### src/rtl/awn_pkg.sv
// Shared types, register indexes and constants of the affine warp block.
package awn_pkg;

	// Default frame store geometry
	localparam int MAX_HEIGHT_DEF = 1024;
	localparam int MAX_WIDTH_DEF  = 2048;

	// Field and datapath widths
	localparam int ROW_W      = 10;
	localparam int COL_W      = 11;
	localparam int COEF_W     = 32;
	localparam int FRAC_W     = 16;
	localparam int PROD_W     = 44;
	localparam int ACC_W      = 46;
	localparam int COORD_W    = ACC_W - FRAC_W;
	localparam int DIM_W      = 13;
	localparam int FWIDTH_W   = 12;
	localparam int FHEIGHT_W  = 11;
	localparam int PIXEL_W    = 24;
	localparam int CFG_IDX_W  = 3;
	localparam int CFG_DATA_W = 32;
	localparam int NUM_COEF   = 6;

	// Commands
	localparam logic CMD_WRITE = 1'b0;
	localparam logic CMD_READ  = 1'b1;

	// Register indexes
	localparam logic [CFG_IDX_W-1:0] REG_COL_PER_COL = 3'd0;
	localparam logic [CFG_IDX_W-1:0] REG_COL_PER_ROW = 3'd1;
	localparam logic [CFG_IDX_W-1:0] REG_COL_OFFSET  = 3'd2;
	localparam logic [CFG_IDX_W-1:0] REG_ROW_PER_COL = 3'd3;
	localparam logic [CFG_IDX_W-1:0] REG_ROW_PER_ROW = 3'd4;
	localparam logic [CFG_IDX_W-1:0] REG_ROW_OFFSET  = 3'd5;
	localparam logic [CFG_IDX_W-1:0] REG_FRAME_WIDTH = 3'd6;
	localparam logic [CFG_IDX_W-1:0] REG_FRAME_HEIGHT = 3'd7;

	// Coefficient positions inside the coefficient array
	localparam int C_COL_PER_COL = 0;
	localparam int C_COL_PER_ROW = 1;
	localparam int C_COL_OFFSET  = 2;
	localparam int C_ROW_PER_COL = 3;
	localparam int C_ROW_PER_ROW = 4;
	localparam int C_ROW_OFFSET  = 5;

	// Reset values: identity mapping over the full frame
	localparam logic signed [COEF_W-1:0] COEF_ONE     = 32'sd65536;
	localparam logic signed [COEF_W-1:0] COEF_ZERO    = 32'sd0;
	localparam logic [FWIDTH_W-1:0]      FWIDTH_RST   = 12'd2048;
	localparam logic [FHEIGHT_W-1:0]     FHEIGHT_RST  = 11'd1024;

	typedef logic signed [COEF_W-1:0] coef_t;

	typedef struct packed {
		logic             command;
		logic [ROW_W-1:0] pixel_row;
		logic [COL_W-1:0] pixel_col;
		logic [7:0]       in_blue;
		logic [7:0]       in_green;
		logic [7:0]       in_red;
	} in_item_t;

	typedef struct packed {
		logic [7:0] out_blue;
		logic [7:0] out_green;
		logic [7:0] out_red;
		logic       source_outside;
	} out_item_t;

endpackage

### src/rtl/awn_map.sv
// Coordinate mapping pipeline: output position to truncated source position.
module awn_map (
	input  logic              clk,
	input  logic              arst_n,
	input  logic              in_vld,
	input  awn_pkg::in_item_t in_item,
	input  awn_pkg::coef_t    coef [awn_pkg::NUM_COEF],
	output logic              out_vld,
	output awn_pkg::in_item_t out_item,
	output logic [awn_pkg::COORD_W-1:0] src_col,
	output logic [awn_pkg::COORD_W-1:0] src_row
);

	// Divide by 2^16 with truncation toward zero
	function automatic logic [awn_pkg::COORD_W-1:0] trunc_q16(
		input logic signed [awn_pkg::ACC_W-1:0] acc
	);
		logic round_up;
		round_up = acc[awn_pkg::ACC_W-1] & (|acc[awn_pkg::FRAC_W-1:0]);
		return acc[awn_pkg::ACC_W-1:awn_pkg::FRAC_W] + awn_pkg::COORD_W'(round_up);
	endfunction

	logic signed [awn_pkg::PROD_W-1:0] p_cc_s2, p_cr_s2, p_rc_s2, p_rr_s2;
	awn_pkg::coef_t                    off_c_s2, off_r_s2;
	logic signed [awn_pkg::ACC_W-1:0]  acc_c_s3, acc_r_s3;
	logic [awn_pkg::COORD_W-1:0]       col_s4, row_s4;
	awn_pkg::in_item_t                 item_s2, item_s3, item_s4;
	logic                              vld_s2, vld_s3, vld_s4;
	logic signed [awn_pkg::COL_W:0]    col_sx;
	logic signed [awn_pkg::ROW_W:0]    row_sx;

	assign col_sx = $signed({1'b0, in_item.pixel_col});
	assign row_sx = $signed({1'b0, in_item.pixel_row});

	// Advance the valid marks
	always_ff @(posedge clk or negedge arst_n) begin
		if (!arst_n) begin
			vld_s2 <= 1'b0;
			vld_s3 <= 1'b0;
			vld_s4 <= 1'b0;
		end else begin
			vld_s2 <= in_vld;
			vld_s3 <= vld_s2;
			vld_s4 <= vld_s3;
		end
	end

	// Multiply, sum, truncate
	always_ff @(posedge clk) begin
		p_cc_s2  <= coef[awn_pkg::C_COL_PER_COL] * col_sx;
		p_cr_s2  <= coef[awn_pkg::C_COL_PER_ROW] * row_sx;
		p_rc_s2  <= coef[awn_pkg::C_ROW_PER_COL] * col_sx;
		p_rr_s2  <= coef[awn_pkg::C_ROW_PER_ROW] * row_sx;
		off_c_s2 <= coef[awn_pkg::C_COL_OFFSET];
		off_r_s2 <= coef[awn_pkg::C_ROW_OFFSET];
		item_s2  <= in_item;

		acc_c_s3 <= awn_pkg::ACC_W'(p_cc_s2) + awn_pkg::ACC_W'(p_cr_s2)
			+ awn_pkg::ACC_W'(off_c_s2);
		acc_r_s3 <= awn_pkg::ACC_W'(p_rc_s2) + awn_pkg::ACC_W'(p_rr_s2)
			+ awn_pkg::ACC_W'(off_r_s2);
		item_s3  <= item_s2;

		col_s4   <= trunc_q16(acc_c_s3);
		row_s4   <= trunc_q16(acc_r_s3);
		item_s4  <= item_s3;
	end

	assign out_vld  = vld_s4;
	assign out_item = item_s4;
	assign src_col  = col_s4;
	assign src_row  = row_s4;

endmodule

### config.mk
export PLATFORM = sky130hd
export DESIGN_NAME = awn_map
export DESIGN_NICKNAME = d
export VERILOG_FILES = /design/src/rtl/awn_pkg.sv /design/src/rtl/awn_map.sv
export SDC_FILE = /design/constraint.sdc
export NUM_CORES = 2
export LEC_CHECK = 0
export BUFFER_PORTS_ARGS = -buffer_cell sky130_fd_sc_hd__clkbuf_2
export CAP_MARGIN = 20
export CORE_MARGIN = 2
export CORE_UTILIZATION = 45
export CTS_CLUSTER_DIAMETER = 150
export CTS_CLUSTER_SIZE = 40
export DETAILED_ROUTE_END_ITERATION = 8
export PLACE_DENSITY = 0.67
export REMOVE_ABC_BUFFERS = 1
export SLEW_MARGIN = 10
export SYNTH_ARGS = -nofsm -noshare
export SYNTH_HDL_FRONTEND = slang
export SYNTH_SLANG_ARGS = --single-unit
### constraint.sdc
create_clock -name clk -period 5.7 [get_ports clk]
set_input_delay 0.57 -clock clk [delete_from_list [all_inputs] [get_ports clk]]
set_output_delay 0.57 -clock clk [all_outputs]
set_load 0.02 [all_outputs]
==> flow_metrics.tcl <==
set metrics [dict create \
    rows 138 \
    via_count 48000 \
    critPathRequiredTime_ps 6260 \
    drive_above_1_share_pct 15.3 \
    coreArea_um2 142000 \
    seq_area_frac_synth_pct 16.6 \
    grt_pass1_vias 50200 \
    criticalPathCategory "primary input to flip-flop" \
    gp_congestion 0.928 \
    clkTransAtPathRegs_ps 140 \
    syn-mean-instance-area_um2 9.34 \
    dp_hpwl_um 143000 \
    cts_tree "done" \
    yosys.area.top_type "fa_1" \
    skew_ps 76.6 \
    fin_cells 9605 \
    io_pins 348 \
    crit_arrival_ps 6120 \
    antenna_found_initial 11 \
    async_reset_ff_share_pct 0.565 \
    synthFlopType "dfxtp_1" \
    min_period_ps 5560 \
    clock-sinks 531 \
    clock_latency_ps 650 \
    synthTopCellsByCount "1412 x inv_1, 1246 x fa_1, 1025 x nand2_1" \
    syn_inst 6870 \
    final_core_util_pct 52.7 \
    dieHeight_um 382 \
    htree_num_levels 1 \
    ys_warn_count 0 \
    worst_pin_slew_ps 884 \
    reg2reg_slack_ps 1350 \
    dp_cells 9501 \
    setup_violations 0 \
    fmax_mhz 180 \
    wl_per_cell_um 17.4 \
    remaining_drc_errors 0 \
    cts_buffers 20 \
    die_area_um2 146000 \
    synth_most_common_cell "inv_1" \
    placed_area_um2 72800 \
    synth_top_area_share_pct 38.9 \
    endpoint "p_cc_s2[40]$_DFF_P_" \
    grt_first_pass_wirelength_um 267000 \
    drt-pass1-iter-count 6 \
    avgViaCountPerCell 5.00 \
    cts_buffer_depth 3 \
    critical_path.max_fanout 21 \
    r2r_cells 16 \
    grt_max_degree 42 \
    areaGrowthSynthToFinish_pct 16.3 \
    maxSlewViolCount 0 \
    cp-startpoint "in_item[28]" \
    grt_overflow 0 \
    synth_edf_count 0 \
    r2r_end "acc_c_s3[45]$_DFF_P_" \
    worstSetupEndpointType "flip-flop" \
    r2r-start "p_cc_s2[0]$_DFF_P_" \
    synth.distinct_cells 87 \
    rsz0062_at_grt "yes" \
    portBuffers 347 \
    ant_nets 0 \
    period_share_pct 97.5 \
    root_buffer "clkbuf_16" \
    start_util_pct 45.3 \
    fp.dieW_um 382 \
    slew_headroom_pct 40.9 \
    drv_cap 0 \
    design_area_um2 74600 \
    cp-start-kind "primary input" \
    synth.area.top_cells "fa_1 39%, dfxtp_1 16%, ha_1 9.1%, inv_1 8.3%, nand2_1 6.0%" \
    wl_um 167000 \
    outcome "finished, final reports clean" \
    synth_seq_cells 531 \
    finalNetCount 9653 \
    holdCritPathClass "primary input to flip-flop" \
    first_iter_violations 2859 \
    track_usage_pct 23.2 \
    netlist_area_um2 64200 \
    hold_violations 0 \
]
## routing by layer
metal	share of wire, %	track usage, %
met3	5.6	2.67
met4	3.7	7.33
met2	47	38.7
met5	0.014	0
met1	43	31.7
## per-stage QoR
step	TNS [ps]	worst slack (ps)	hold slack, ps
after global routing	-90.2	-39.9	4.12
after detailed placement	-32960	-694	312
after floorplan	0	10.3	274
after global placement	-28270	-686	310
after CTS	0	2.35	0.193
final	0	141	32.5
## layout make-up
cell class	instances	area [um^2]
fillers	13000	67000
multi-input cells	4627	47400
flip-flops and latches	531	10600
repair buffers	1108	8200
inverters	1412	5300
well taps	1890	2360
clock buffers	22	518
clock inverters	8	166
diodes	7	17.5
## timing repair
action	CTS	global route
hold buffers	54	0
setup buffers	0	8
gates resized for setup	4	86
setup endpoints to repair	3	43
hold endpoints to repair	56	0
cloned	0	5
pin swaps	1	32
## how the worst min path moves through the flow
stage	start	end	slack, ps	depth (start not counted)
floorplan	arst_n	out_vld$_DFF_PN0_	270	0
global route	coef[122]	off_c_s2[26]$_DFF_P_	4	1
CTS	coef[126]	off_c_s2[30]$_DFF_P_	0.2	1
detailed placement	item_s2[41]$_DFF_P_	item_s3[41]$_DFF_P_	310	0
global placement	item_s3[19]$_DFF_P_	out_item[19]$_DFF_P_	310	0
finish	coef[124]	off_c_s2[28]$_DFF_P_	30	1
## registers in the layout (all words and copies together) (netlist names)
name,count
src_col,30
vld_s2,1
p_cr_s2,43
off_r_s2,32
acc_c_s3,46
acc_r_s3,46
item_s3,46
item_s2,46
src_row,30
vld_s3,1
p_rr_s2,43
p_rc_s2,44
out_vld,1
off_c_s2,32
out_item,46
p_cc_s2,44
## layout by cell type (no fill, tap or decap), types with 7 or more instances in the layout
cell / instances
inv_1: 1412
a21oi_2: 13
ha_1: 464
o31ai_1: 10
o21ai_2: 8
dlygate4sd3_1: 54
nand4_1: 33
a211oi_1: 20
fa_2: 7
clkbuf_16: 25
nor3_1: 38
a31oi_1: 16
nand2b_1: 30
o21ai_1: 13
a21oi_1: 216
and2_1: 469
nand3_1: 66
xnor2_1: 229
o21a_1: 26
o21bai_1: 41
nand2_1: 1025
buf_6: 9
clkbuf_2: 341
buf_4: 657
xor2_1: 69
a31o_2: 9
dfxtp_1: 528
diode_2: 7
a21o_1: 131
nor2_1: 131
o221ai_1: 7
o21ai_0: 87
nor4_1: 11
buf_12: 38
nor2b_1: 41
and3_1: 33
fa_1: 1239
## logic make-up (layout without fill, tap and decap cells)
group / after synthesis / count (layout) / synth area share, %
and+or+nand+nor: 1923 / 1923 / 14.1
DFF: 531 / 531 / 16.6
buffers and inverters: 1712 / 2550 / 10.0
muxes: 3 / 3 / 0.0468
AOI/OAI and AO/OA: 691 / 691 / 7.18
adders and majority gates: 1712 / 1712 / 48.0
other: 0 / 7 / 0
xor gates and xnor gates: 298 / 298 / 4.07
## critical path, stage by stage
cell	delay, ps
clkbuf_2	100
buf_12	200
nand2_1	110
fa_1	480
fa_1	520
inv_1	60
fa_1	500
fa_1	490
inv_1	50
fa_1	470
inv_1	40
ha_1	290
and3_1	210
a221o_1	360
a21oi_2	150
nor2b_2	70
o31ai_4	390
a211oi_4	130
o311ai_4	310
a21oi_2	120
a311oi_2	300
xnor2_1	140
Power is left out: the tool's default activity adds up to more than one toggle a clock period on the data nets, which glitch-free logic cannot reach.
